[src/sv/rmq_pkg.sv]
package rmq_pkg;

    localparam int FRAC_BITS_DEF = 14;
    localparam int IN_W          = 16;
    localparam int NUM_IN        = 9;
    localparam int NUM_LANES     = 4;
    localparam int W_OUT_W       = 15;
    localparam int XYZ_OUT_W     = 16;
    localparam int MAG_MAX       = 32767;

    localparam int LANE_W = 0;
    localparam int LANE_X = 1;
    localparam int LANE_Y = 2;
    localparam int LANE_Z = 3;

    typedef struct packed {
        logic neg_x;
        logic neg_y;
        logic neg_z;
    } rmq_sign_t;

    // Width of a signed diagonal sum, wide enough for one plus three full-range entries.
    function automatic int rmq_sum_w(input int fb);
        return ((fb > 17) ? fb : 17) + 2;
    endfunction

    // Width of the radicand (clamped sum times one), rounded up to an even count.
    function automatic int rmq_rad_w(input int fb);
        int p;
        p = rmq_sum_w(fb) - 1 + fb;
        return p + (p & 1);
    endfunction

endpackage

[src/sv/rmq_root_step.sv]
module rmq_root_step
    import rmq_pkg::*;
#(
    parameter int FRAC_BITS = FRAC_BITS_DEF
)
(
    input  logic                                                      clk,
    input  logic                                                      rst_n,
    input  logic                                                      in_valid,
    output logic                                                      in_ready,
    input  logic [NUM_LANES-1:0][rmq_rad_w(FRAC_BITS)-1:0]            in_rad,
    input  logic [NUM_LANES-1:0][rmq_rad_w(FRAC_BITS)/2+2:0]          in_rem,
    input  logic [NUM_LANES-1:0][rmq_rad_w(FRAC_BITS)/2-1:0]          in_root,
    input  rmq_sign_t                                                 in_sign,
    output logic                                                      out_valid,
    input  logic                                                      out_ready,
    output logic [NUM_LANES-1:0][rmq_rad_w(FRAC_BITS)-1:0]            out_rad,
    output logic [NUM_LANES-1:0][rmq_rad_w(FRAC_BITS)/2+2:0]          out_rem,
    output logic [NUM_LANES-1:0][rmq_rad_w(FRAC_BITS)/2-1:0]          out_root,
    output rmq_sign_t                                                 out_sign
);

    localparam int RAD_W  = rmq_rad_w(FRAC_BITS);
    localparam int ROOT_W = RAD_W / 2;
    localparam int REM_W  = ROOT_W + 3;

    logic                                 valid_reg;
    logic [NUM_LANES-1:0][RAD_W-1:0]      rad_reg;
    logic [NUM_LANES-1:0][REM_W-1:0]      rem_reg;
    logic [NUM_LANES-1:0][ROOT_W-1:0]     root_reg;
    rmq_sign_t                            sign_reg;

    logic [NUM_LANES-1:0][RAD_W-1:0]      rad_next;
    logic [NUM_LANES-1:0][REM_W-1:0]      rem_next;
    logic [NUM_LANES-1:0][ROOT_W-1:0]     root_next;
    logic [NUM_LANES-1:0][REM_W-1:0]      rem_sh;
    logic [NUM_LANES-1:0][REM_W-1:0]      trial;

    assign in_ready = !valid_reg || out_ready;

    // One result bit per lane: bring down the next two radicand bits and try root*4+1.
    always_comb
    begin
        for (int i = 0; i < NUM_LANES; i++)
        begin
            rem_sh[i]   = {in_rem[i][REM_W-3:0], in_rad[i][RAD_W-1 -: 2]};
            trial[i]    = {1'b0, in_root[i], 2'b01};
            rad_next[i] = in_rad[i] << 2;
            if (rem_sh[i] >= trial[i])
            begin
                rem_next[i]  = rem_sh[i] - trial[i];
                root_next[i] = {in_root[i][ROOT_W-2:0], 1'b1};
            end
            else
            begin
                rem_next[i]  = rem_sh[i];
                root_next[i] = {in_root[i][ROOT_W-2:0], 1'b0};
            end
        end
    end

    always_ff @(posedge clk or negedge rst_n)
    begin
        if (!rst_n)
        begin
            valid_reg <= 1'b0;
        end
        else if (in_ready)
        begin
            valid_reg <= in_valid;
        end
    end

    always_ff @(posedge clk)
    begin
        if (in_valid && in_ready)
        begin
            rad_reg  <= rad_next;
            rem_reg  <= rem_next;
            root_reg <= root_next;
            sign_reg <= in_sign;
        end
    end

    assign out_valid = valid_reg;
    assign out_rad   = rad_reg;
    assign out_rem   = rem_reg;
    assign out_root  = root_reg;
    assign out_sign  = sign_reg;

endmodule
[config.mk]
export PLATFORM = sky130hd
export DESIGN_NAME = rmq_root_step
export DESIGN_NICKNAME = d
export VERILOG_FILES = /design/src/sv/rmq_pkg.sv /design/src/sv/rmq_root_step.sv
export SDC_FILE = /design/constraint.sdc
export NUM_CORES = 1
export LEC_CHECK = 0
export BUFFER_PORTS_ARGS = -buffer_cell sky130_fd_sc_hd__clkbuf_2
export CORE_AREA = 4 4 211 213
export DETAILED_ROUTE_END_ITERATION = 10
export DIE_AREA = 0 0 215 217
export PLACE_DENSITY_LB_ADDON = 0.1
export RECOVER_POWER = 100
export REMOVE_ABC_BUFFERS = 1
export SLEW_MARGIN = 40
export SYNTH_ARGS = -nofsm -noshare
export SYNTH_HDL_FRONTEND = slang
export SYNTH_SLANG_ARGS = --single-unit
[constraint.sdc]
create_clock -name clk -period 10.35 [get_ports clk]
set_input_delay 1.035 -clock clk [delete_from_list [all_inputs] [get_ports clk]]
set_output_delay 1.035 -clock clk [all_outputs]
set_load 0.03 [all_outputs]
Word level (Yosys, flattened, before mapping) --
Index checks and enable logic that the tools add are counted.
Word-level totals: register bits after elaboration 264, input bits 275
Cells by class: $add $sub $neg 4, order comparisons 4, multiplexer cells 8, reductions and logical operators 3
Operator list (number):
- $ge A19 B18 Y1 | 4
- $mux W19 | 4
- $sub A19 B18 Y19 | 4
- $mux W1 | 4
- $logic_and A1 B1 Y1 | 1
- $logic_not A1 Y1 | 1
- $logic_or A1 B1 Y1 | 1

Longest topological paths before layout --
Gate-level depths: netlist of run 1.
depth in word-level cells 3, mapped depth 12, depth with buffers taken out 10

Least setup slack after synthesis of run 1 --
OpenSTA, ideal clock, no wires.
path kind input -> register, start in out_ready, end reg rad_reg (netlist bit out_rad[100]), enable pin, arrival time 7.378 ns, required time 9.694 ns, path slack 2.316 ns, stages 2, path through nand2b_1 and2_1
On the way: longest elaborated chain between the ends 2
RTL lines:
- start: declaration | line rmq_root_step.sv:16 | input logic out_ready,
- $logic_or A1 B1 Y1 | line rmq_root_step.sv:39 | assign in_ready = !valid_reg || out_ready;
- $logic_and A1 B1 Y1 | line rmq_root_step.sv:76 | if (in_valid && in_ready)
- end signal: assignment | line rmq_root_step.sv:78 | rad_reg <= rad_next;
- end: declaration | line rmq_root_step.sv:28 | logic [NUM_LANES-1:0][RAD_W-1:0] rad_reg;
Every way passes these cells. A chain may end at the register's enable or synchronous reset.

Worst setup path in the final report of run 1 --
start in out_ready, end reg root_reg (netlist bit out_root[4]), enable pin
On the way: longest elaborated chain between the ends 2
RTL lines:
- $logic_or A1 B1 Y1 | line rmq_root_step.sv:39
- $logic_and A1 B1 Y1 | line rmq_root_step.sv:76
- end signal: assignment | line rmq_root_step.sv:80 | root_reg <= root_next;
- end: declaration | line rmq_root_step.sv:30 | logic [NUM_LANES-1:0][ROOT_W-1:0] root_reg;
Every way passes these cells.

==> impl_metrics.csv, run 1 <==
group,metric,value,unit
pwr,cellPowerDensity,180,mW/mm^2
die,row_count,76,
clock_network,cts_root_buf,"sky130_fd_sc_hd__clkbuf_16",
synthesis,synthesis.area_per_instance,12.8,sq um
critical_path,required,10.43,ns
die,dieHeight,217,microns
global_routing,grt_pass1_wl,58.0,mm
place,portBuffers,531,
pwr,total_power,2.95,mW
synthesis,synth.largest_area_cell,"sky130_fd_sc_hd__edfxtp_1",
place,gp_congestion,0.809,
sta,hold_slack,0.231,ns
critical_path,worstPathArrival,5.11,ns
route,vias,9784,
place,dpl.hpwl,31.6,mm
route,totalWireLength,39.6,mm
clock_network,cts_tree,"yes",
synthesis,ys.flop_type,"sky130_fd_sc_hd__edfxtp_1",
clock_network,cts_made_buffers,31,
synthesis,ys_warn_count,0,
clock_network,cts_setup_buffers,0,
route,drtAntennaViolNets,0,
route,drtPass1Iterations,5,
global_routing,global_route.overflow_total,0,
sta,worst_slack,5.32,ns
critical_path,worst_path_largest_cell_delay,2.77,ns
min_path,min-delay-path-class,"in -> async",
sta,timing.fmax,199,MHz
clock_network,cts_sinks,264,
synthesis,post_synth_main_area_contributors,"sky130_fd_sc_hd__edfxtp_1 62%, sky130_fd_sc_hd__ha_1 7.1%, sky130_fd_sc_hd__a21oi_1 2.9%",
die,design.portCount,548,
sta,relative_slew_slack,-1.57,
sta,min_period_over_period,0.486,
critical_path,critical_path_class,"in -> reg",
outcome,outcome,"complete, but fails checks",
sta,setup_repair_after_global_routing_missed_its_margin,"false",
route,detail_route.wl_per_cell,18.8,microns
global_routing,grt_pass1_vias,9751,
sta,worst_clock_skew,0.00739,ns
clock_network,cts_hold_buffers,0,
clock_network,clock_latency,0.56,ns
die,chipWidth,215,microns
clock_network,cts.path.max_buffers,3,
sta,finalHoldViolations,0,
global_routing,antenna_found_initial,8,
sta,finalCriticalPeriod,5.03,ns
final_layout,fin_cells,2104,
global_routing,pin_count_of_the_biggest_net_entering_global_routing,73,
critical_path,critPathCaptureType,"register",
critical_path,crit_path_cell_trace,"clkbuf_2, nand2b_1, and2_0, clkbuf_1",
sta,totalNegativeSetupSlack,0,ns
final_layout,areaGrowthSynthToFinish,30.0,%
synthesis,number_of_flops_mapped_to_enable_cells_by_yosys,263,
synthesis,async_flop_share,0.00379,
die,core_region_area,0.0427,sq mm
clock_network,number_of_h_tree_branching_levels,1,
route,drc,0,
critical_path,setup.worst_path.start_class,"input pin",
place,place.detailed.instances,2043,
critical_path,critical_path_peak_fanout,72,
run,max_capacitance_violation_count,2,
outcome,failing_checks,"max-capacitance violations, max-slew violations",
clock_network,cts-resized-gates,0,
sta,final_max_slew_viol_count,121,
clock_network,cts.clk_slew.worst_paths,0.06,ns
global_routing,track_usage,0.158,
route,vias_per_cell,4.65,
synthesis,synthCells,987,
sta,setup-violations-final,0,
place,place_worst_setup_slack,6.17,ns
pwr,ir_drop,0.128,mV
synthesis,synth.ff_latch_count,264,
critical_path,worst_path_max_delay_cell,"sky130_fd_sc_hd__clkbuf_1",
final_layout,final_layout_size_suffix_gt1_frac,0.175,
pwr,leakagePower,6.48,nW
synthesis,synth.distinct_cells,65,
sta,worst_slew_pin_slew,3.86,ns
synthesis,yosysTopAreaCellShare,0.624,
final_layout,finish.net_count,1877,
route,number_of_drc_markers_in_iteration_0,528,
synthesis,synth_sequential_area_ratio,0.626,
die,die_area,0.0467,sq mm
die,start_util,0.296,
synthesis,mappedNetlistArea,0.0127,sq mm
-- synth_stat cells (14+ instances only) --
cell,instances
sky130_fd_sc_hd__edfxtp_1,263
sky130_fd_sc_hd__inv_1,81
sky130_fd_sc_hd__a21oi_1,74
sky130_fd_sc_hd__ha_1,72
sky130_fd_sc_hd__nand2_1,62
sky130_fd_sc_hd__nor2_1,61
sky130_fd_sc_hd__o21ai_0,50
sky130_fd_sc_hd__xnor2_1,34
sky130_fd_sc_hd__xor2_1,25
sky130_fd_sc_hd__clkbuf_1,23
sky130_fd_sc_hd__o21a_1,19
sky130_fd_sc_hd__nand3_1,18
sky130_fd_sc_hd__a21o_1,17
sky130_fd_sc_hd__mux2_2,14
-- kinds of logic (layout without fill, tap and decap cells) --
| logic type | count (synthesis) | in the layout | share of synthesized area |
|---|---|---|---|
| flops | 264 | 264 | 0.626 |
| compound gates | 236 | 236 | 0.120 |
| simple gates | 213 | 213 | 0.0797 |
| buf+inv | 117 | 677 | 0.0383 |
| fa+ha+maj | 72 | 72 | 0.0712 |
| xor+xnor | 59 | 59 | 0.0408 |
| mux | 25 | 25 | 0.0231 |
| other cells | 1 | 12 | 0.000296 |
-- area by class of cell --
cell class	count	area, sq um
Multi-Input combinational cell	613	4230
Inverter	82	308
Tap cell	546	683
Fill cell	4426	26300
Antenna cell	4	10.0
Clock inverter	20	176
Sequential cell	264	7920
Clock buffer	37	798
Timing Repair Buffer	538	2320
-- layer usage --
layer	wire length, microns	vias up	global-route usage
li1	-	4755	-
met1	16000	4611	0.188
met2	18900	341	0.269
met3	3280	69	0.0515
met4	1320	8	0.0554
met5	46	-	0
-- report_power, final --
group / internal [mW] / total [mW] / switching (mW) / leakage (nW)
logic: 0.192 / 0.600 / 0.408 / 3.49
registers: 1.28 / 1.30 / 0.0181 / 2.51
clock network: 0.621 / 1.05 / 0.434 / 0.479
total: 2.09 / 2.95 / 0.860 / 6.48
-- worst max-delay path: cells and delay by family --
family,cells,cell delay [ns]
AND/OR/NAND/NOR,2,1.16
buffers and inverters,2,2.84
-- sequential cells by signal, indices dropped and copies added, names as in the netlist --
register / flops
out_rad: 120
out_rem: 76
out_root: 64
out_sign: 3
out_valid: 1
-- cell usage in the layout, fill, tap and decap left out, types with 12 or more instances in the layout --
master                      netlist  routed
sky130_fd_sc_hd__a211oi_1        12      13
sky130_fd_sc_hd__a21o_1          17      17
sky130_fd_sc_hd__a21oi_1         74      75
sky130_fd_sc_hd__clkbuf_1        23     339
sky130_fd_sc_hd__clkbuf_16        0      31
sky130_fd_sc_hd__clkbuf_2         0     203
sky130_fd_sc_hd__edfxtp_1       263     263
sky130_fd_sc_hd__ha_1            72      72
sky130_fd_sc_hd__inv_1           81      82
sky130_fd_sc_hd__mux2_2          14      14
sky130_fd_sc_hd__nand2_1         62      62
sky130_fd_sc_hd__nand3_1         18      18
sky130_fd_sc_hd__nand4_1         12      12
sky130_fd_sc_hd__nor2_1          61      61
sky130_fd_sc_hd__o21a_1          19      19
sky130_fd_sc_hd__o21ai_0         50      51
sky130_fd_sc_hd__xnor2_1         34      34
sky130_fd_sc_hd__xor2_1          25      25
-- worst paths after layout --
path / from / to / slack, ns / cells after the start
hold reg to reg: out_valid / out_valid / 0.53 / 2
setup / recovery: out_ready / out_root[4] / 5.32 / 4
setup reg to reg: out_valid / out_root[4] / 5.51 / 3
max in group asynchronous: rst_n / out_valid / 10.03 / 1
min in group clk: out_valid / out_valid / 0.53 / 2
hold / removal: rst_n / out_valid / 0.23 / 1
-- metrics by stage --
stage / area [sq um] / util
2_1_floorplan: 12500 / -
3_3_place_gp: 15900 / 0.372
3_5_place_dp: 16000 / 0.374
4_1_cts: 16900 / 0.397
5_1_grt: 16400 / 0.385
6_report: 16400 / 0.385
Power figures use the tool's default switching activity.
==> inputs of run 2 (changes only) <==
ABC_AREA = 1   (was not set)
CORE_AREA = 4 4 209 211   (was 4 4 211 213)
DIE_AREA = 0 0 213 215   (was 0 0 215 217)
clock period = 4.41 ns   (was 10.35 ns; I/O delays follow)
==> impl_metrics.csv, run 2 <==
group,metric,value,unit
critical_path,critPathCaptureType,"register",
sta,worst_slew_pin_slew,2.11,ns
synthesis,ys_warn_count,0,
sta,min_period_over_period,0.684,
clock_network,clock_latency,0.56,ns
place,place.detailed.instances,2579,
die,row_count,75,
sta,worst_clock_skew,0.00942,ns
route,drtAntennaViolNets,0,
clock_network,cts_made_buffers,30,
global_routing,pin_count_of_the_biggest_net_entering_global_routing,102,
synthesis,synthesis.area_per_instance,9.22,sq um
clock_network,cts_root_buf,"sky130_fd_sc_hd__clkbuf_16",
run,max_capacitance_violation_count,1,
route,detail_route.wl_per_cell,16.5,microns
synthesis,number_of_flops_mapped_to_enable_cells_by_yosys,263,
die,die_area,0.0458,sq mm
final_layout,finish.net_count,2420,
critical_path,worst_path_largest_cell_delay,1.09,ns
global_routing,grt_pass1_vias,12100,
sta,timing.fmax,332,MHz
critical_path,worstPathArrival,3.18,ns
sta,totalNegativeSetupSlack,0,ns
global_routing,global_route.overflow_total,0,
route,drtPass1Iterations,4,
final_layout,final_layout_size_suffix_gt1_frac,0.139,
synthesis,synth.ff_latch_count,264,
clock_network,cts.clk_slew.worst_paths,0.06,ns
final_layout,layout.cells.most_common,"sky130_fd_sc_hd__nand2_1",
outcome,outcome,"complete, but fails checks",
die,chipWidth,213,microns
critical_path,critical_path_peak_fanout,101,
critical_path,crit_path_cell_trace,"a21oi_1, buf_12, clkbuf_4",
critical_path,setup.worst_path.start_class,"register",
place,dpl.hpwl,35.1,mm
critical_path,worst_path_max_delay_cell,"sky130_fd_sc_hd__clkbuf_4",
pwr,cellPowerDensity,387,mW/mm^2
pwr,ir_drop,0.294,mV
sta,finalHoldViolations,0,
final_layout,areaGrowthSynthToFinish,26.5,%
synthesis,mappedNetlistArea,0.0140,sq mm
die,dieHeight,215,microns
synthesis,synth.distinct_cells,30,
min_path,min-delay-path-class,"in -> reg",
place,portBuffers,531,
clock_network,cts.path.max_buffers,3,
route,number_of_drc_markers_in_iteration_0,636,
synthesis,post_synth_main_area_contributors,"sky130_fd_sc_hd__edfxtp_1 56%, sky130_fd_sc_hd__nand2_1 15%, sky130_fd_sc_hd__ha_1 6.4%",
global_routing,track_usage,0.182,
die,design.portCount,548,
synthesis,ys_top_cells_by_count,"567 x sky130_fd_sc_hd__nand2_1, 263 x sky130_fd_sc_hd__edfxtp_1, 228 x sky130_fd_sc_hd__inv_1",
critical_path,critical_path_class,"reg -> reg",
sta,setup-violations-final,0,
clock_network,cts-resized-gates,0,
synthesis,yosysTopAreaCellShare,0.564,
clock_network,number_of_h_tree_branching_levels,1,
synthesis,ys.flop_type,"sky130_fd_sc_hd__edfxtp_1",
sta,finalCriticalPeriod,3.02,ns
global_routing,antenna_found_initial,5,
sta,setup_repair_after_global_routing_missed_its_margin,"false",
route,totalWireLength,43.4,mm
synthesis,synthCells,1519,
route,vias_per_cell,4.49,
synthesis,synth_sequential_area_ratio,0.566,
critical_path,required,4.57,ns
die,core_region_area,0.0418,sq mm
sta,relative_slew_slack,-0.407,
outcome,failing_checks,"max-capacitance violations, max-slew violations",
clock_network,cts_tree,"yes",
global_routing,grt_pass1_wl,66.4,mm
synthesis,synth.largest_area_cell,"sky130_fd_sc_hd__edfxtp_1",
route,vias,11900,
sta,final_max_slew_viol_count,85,
synthesis,post-synth-top-count-cell,"sky130_fd_sc_hd__nand2_1",
clock_network,cts_sinks,264,
pwr,leakagePower,8.22,nW
place,gp_congestion,0.893,
route,drc,0,
final_layout,final_cell_mix,"567 x sky130_fd_sc_hd__nand2_1, 337 x sky130_fd_sc_hd__clkbuf_1, 263 x sky130_fd_sc_hd__edfxtp_1",
synthesis,async_flop_share,0.00379,
clock_network,cts_setup_buffers,0,
final_layout,largest_register_ffs,120,
die,start_util,0.335,
final_layout,fin_cells,2638,
run 2: metrics by stage:
stage / utilization / total power, mW / instance area [sq um] / hold WS (ns) / setup WS, ns
after detailed placement: 0.413 / 4.66 / 17300 / 0.221 / 1.47
after floorplan: - / 4.20 / 13900 / 0.145 / -9.75
after global routing: 0.424 / 7.27 / 17700 / 0.00442 / 1.13
after CTS: 0.436 / 7.04 / 18200 / 0.00583 / 2.08
final: 0.424 / 6.86 / 17700 / 0.0496 / 1.39
after global placement: 0.413 / 4.65 / 17200 / 0.216 / 1.46
run 2: layer usage:
layer	track usage	vias to the layer above	wire length [microns]
met2	0.316	393	20800
met3	0.0534	61	3840
met4	0.0522	6	1100
met1	0.219	5406	17700
met5	0	-	41
li1	-	5986	-
run 2: kinds of logic (layout without fill, tap and decap cells):
logic type	Yosys count	count (layout)	synth area share
xor gates and xnor gates	38	38	0.0238
and+or+nand+nor	802	802	0.236
other	1	10	0.000268
adders and majority gates	72	72	0.0644
AOI/OAI and AO/OA	71	71	0.0293
DFF	264	264	0.566
buffers and inverters	271	842	0.0802
run 2: timing repair:
action                     CTS  global route
hold endpoints to repair     1             0
setup endpoints to repair    0             0
hold buffers                 1             0
run 2: cell type report:
type	count	area [sq um]
tap	539	674
antenna	2	5.00
clock buffer	47	876
sequential	264	7920
inverter	251	950
multi-input combinational	991	4930
clock inverter	9	48.8
timing repair buffer	535	2290
fill	4395	24100
run 2: worst max-delay path: cells and delay by family, from the launching register on:
kind                   cells  cell delay (ns)
AO/OA/AOI/OAI              1             0.50
flip-flops                 1             0.40
buffers and inverters      2             1.49
run 2: worst paths after layout:
kind	start	depth (start not counted)	slack (ns)	endpoint
setup / recovery	out_valid	3	1.39	out_rem[0]
hold / removal	in_rad[32]	1	0.05	out_rad[34]
setup reg to reg	out_valid	3	1.39	out_rem[0]
hold reg to reg	out_valid	2	0.55	out_valid
max in group asynchronous	rst_n	2	4.12	out_valid
min in group asynchronous	rst_n	2	0.19	out_valid
run 2: report_power, final:
part / total, mW / internal (mW) / switching (mW)
logic: 1.50 / 0.423 / 1.08
registers: 3.04 / 3.00 / 0.0441
clock network: 2.32 / 1.35 / 0.964
==> inputs of run 3 (changes only) <==
clock period = 3.1 ns   (was 4.41 ns; I/O delays follow)
==> impl_metrics.csv, run 3 (synthesis gave the netlist of run 2 again) <==
group,metric,value,unit
route,drtPass1Iterations,5,
clock_network,cts.clk_slew.worst_paths,0.06,ns
critical_path,worstPathArrival,2.77,ns
route,detail_route.wl_per_cell,16.0,microns
place,dpl.hpwl,35.3,mm
final_layout,areaGrowthSynthToFinish,42.5,%
sta,worst_clock_skew,0.0113,ns
die,dieHeight,215,microns
route,drtAntennaViolNets,0,
clock_network,cts_root_buf,"sky130_fd_sc_hd__clkbuf_16",
clock_network,cts_made_buffers,30,
pwr,leakagePower,9.16,nW
clock_network,cts_tree,"yes",
clock_network,clock_latency,0.56,ns
place,placedInstanceArea,0.0173,sq mm
global_routing,global_route.overflow_total,0,
critical_path,required,3.26,ns
place,portBuffers,531,
pwr,ir_drop,0.403,mV
critical_path,critical_path_class,"in -> reg",
global_routing,antenna_found_initial,8,
sta,final_max_slew_viol_count,117,
final_layout,final_cell_mix,"567 x sky130_fd_sc_hd__nand2_1, 339 x sky130_fd_sc_hd__clkbuf_1, 263 x sky130_fd_sc_hd__edfxtp_1",
final_layout,postLayoutCellArea,0.0199,sq mm
critical_path,critical_path_peak_fanout,116,
die,core_region_area,0.0418,sq mm
global_routing,grt_pass1_wl,70.6,mm
die,chipWidth,213,microns
route,vias,12700,
die,die_area,0.0458,sq mm
global_routing,grt_pass1_vias,13100,
route,drc,0,
global_routing,pin_count_of_the_biggest_net_entering_global_routing,117,
sta,setup_repair_after_global_routing_missed_its_margin,"false",
sta,relative_slew_slack,-0.0898,
sta,finalHoldViolations,0,
die,design.portCount,548,
outcome,failing_checks,"max-capacitance violations, max-slew violations",
sta,finalCriticalPeriod,2.61,ns
clock_network,cts.path.max_buffers,3,
outcome,outcome,"complete, but fails checks",
final_layout,finish.net_count,2638,
sta,min_period_over_period,0.843,
route,vias_per_cell,4.44,
final_layout,final_layout_size_suffix_gt1_frac,0.126,
pwr,cellPowerDensity,516,mW/mm^2
place,gp_congestion,0.891,
route,number_of_drc_markers_in_iteration_0,595,
global_routing,track_usage,0.191,
route,totalWireLength,45.6,mm
sta,timing.fmax,383,MHz
clock_network,cts_setup_buffers,0,
die,start_util,0.335,
clock_network,number_of_h_tree_branching_levels,1,
pwr,total_power,10.3,mW
die,row_count,75,
critical_path,critPathCaptureType,"register",
final_layout,layout.cells.most_common,"sky130_fd_sc_hd__nand2_1",
sta,setup-violations-final,0,
final_layout,fillerInstances,4149,
critical_path,setup.worst_path.start_class,"input pin",
sta,worst_slew_pin_slew,1.63,ns
min_path,min-delay-path-class,"in -> reg",
clock_network,cts_sinks,264,
run,max_capacitance_violation_count,1,
final_layout,largest_register_ffs,120,
-- run 3: changes by cell type in the layout (fill, tap and decap cells not counted), sizes merged --
cell / before / now
inv: 251 / 252
diode: 2 / 3
clkinvlp: 3 / 0
dlygate4sd3: 1 / 216
clkbuf: 580 / 576
clkinv: 6 / 9
bufinv: 0 / 4
-- run 3: worst max-delay path: stages --
cell and delay (ns):
sky130_fd_sc_hd__dlygate4sd3_1 0.54, sky130_fd_sc_hd__clkbuf_2 0.10, sky130_fd_sc_hd__inv_1 0.05, sky130_fd_sc_hd__a21oi_1 0.36, sky130_fd_sc_hd__clkbuf_4 1.28
-- run 3: repair_timing --
action,in CTS,in global routing
endpoints found under the hold margin,215,0
resized for setup,0,0
hold buffers,216,0
-- run 3: path summary, 6_finish.rpt --
| kind | from | to | slack (ns) | cells after the start |
|---|---|---|---|---|
| min reg2reg | out_valid | out_valid | 0.57 | 2 |
| max reg2reg | out_valid | out_root[14] | 0.50 | 2 |
| min in group asynchronous | rst_n | out_valid | 0.59 | 3 |
| max | in_valid | out_root[14] | 0.49 | 5 |
| max in group asynchronous | rst_n | out_valid | 2.41 | 3 |
| min | in_rem[67] | out_rem[69] | 0.05 | 3 |
-- run 3: where the power goes --
part	internal [mW]	switching (mW)	total, mW	leakage [nW]
Combinational	0.776	1.59	2.37	6.16
Clock	2.15	1.44	3.59	0.482
Sequential	4.27	0.0646	4.33	2.52
-- run 3: layer usage --
layer  part of all wire  track usage  vias up  wire length, microns
met5             0.0013            0        -                    60
li1                   -            -     6418                     -
met1               0.41        0.234     5769                 18900
met2               0.48        0.329      392                 21700
met3              0.079       0.0518       75                  3610
met4              0.030       0.0584        8                  1380
-- run 3: area by class of cell --
cell class	instances	area, sq um	area share
clock inverter	14	174	0.00872
tap	539	674	0.0338
multi-input combinational	991	4960	0.249
sequential	264	7920	0.397
clock buffer	40	810	0.0406
antenna	3	7.51	0.000376
timing repair buffer	753	4440	0.223
inverter	251	947	0.0475
-- run 3: metrics by stage --
| step | setup WS [ns] | cells | hold WS, ns | TNS, ns | util |
|---|---|---|---|---|---|
| 2_1_floorplan | -11.06 | 1506 | 0.0144 | -2908.43 | - |
| 3_3_place_gp | 0.649 | 2582 | 0.0853 | 0 | 0.413 |
| 3_5_place_dp | 0.624 | 2582 | 0.0859 | 0 | 0.413 |
| 4_1_cts | 0.671 | 2852 | 0.000135 | 0 | 0.489 |
| 5_1_grt | 0.246 | 2854 | 0.0179 | 0 | 0.477 |
| 6_report | 0.487 | 2855 | 0.0478 | 0 | 0.478 |
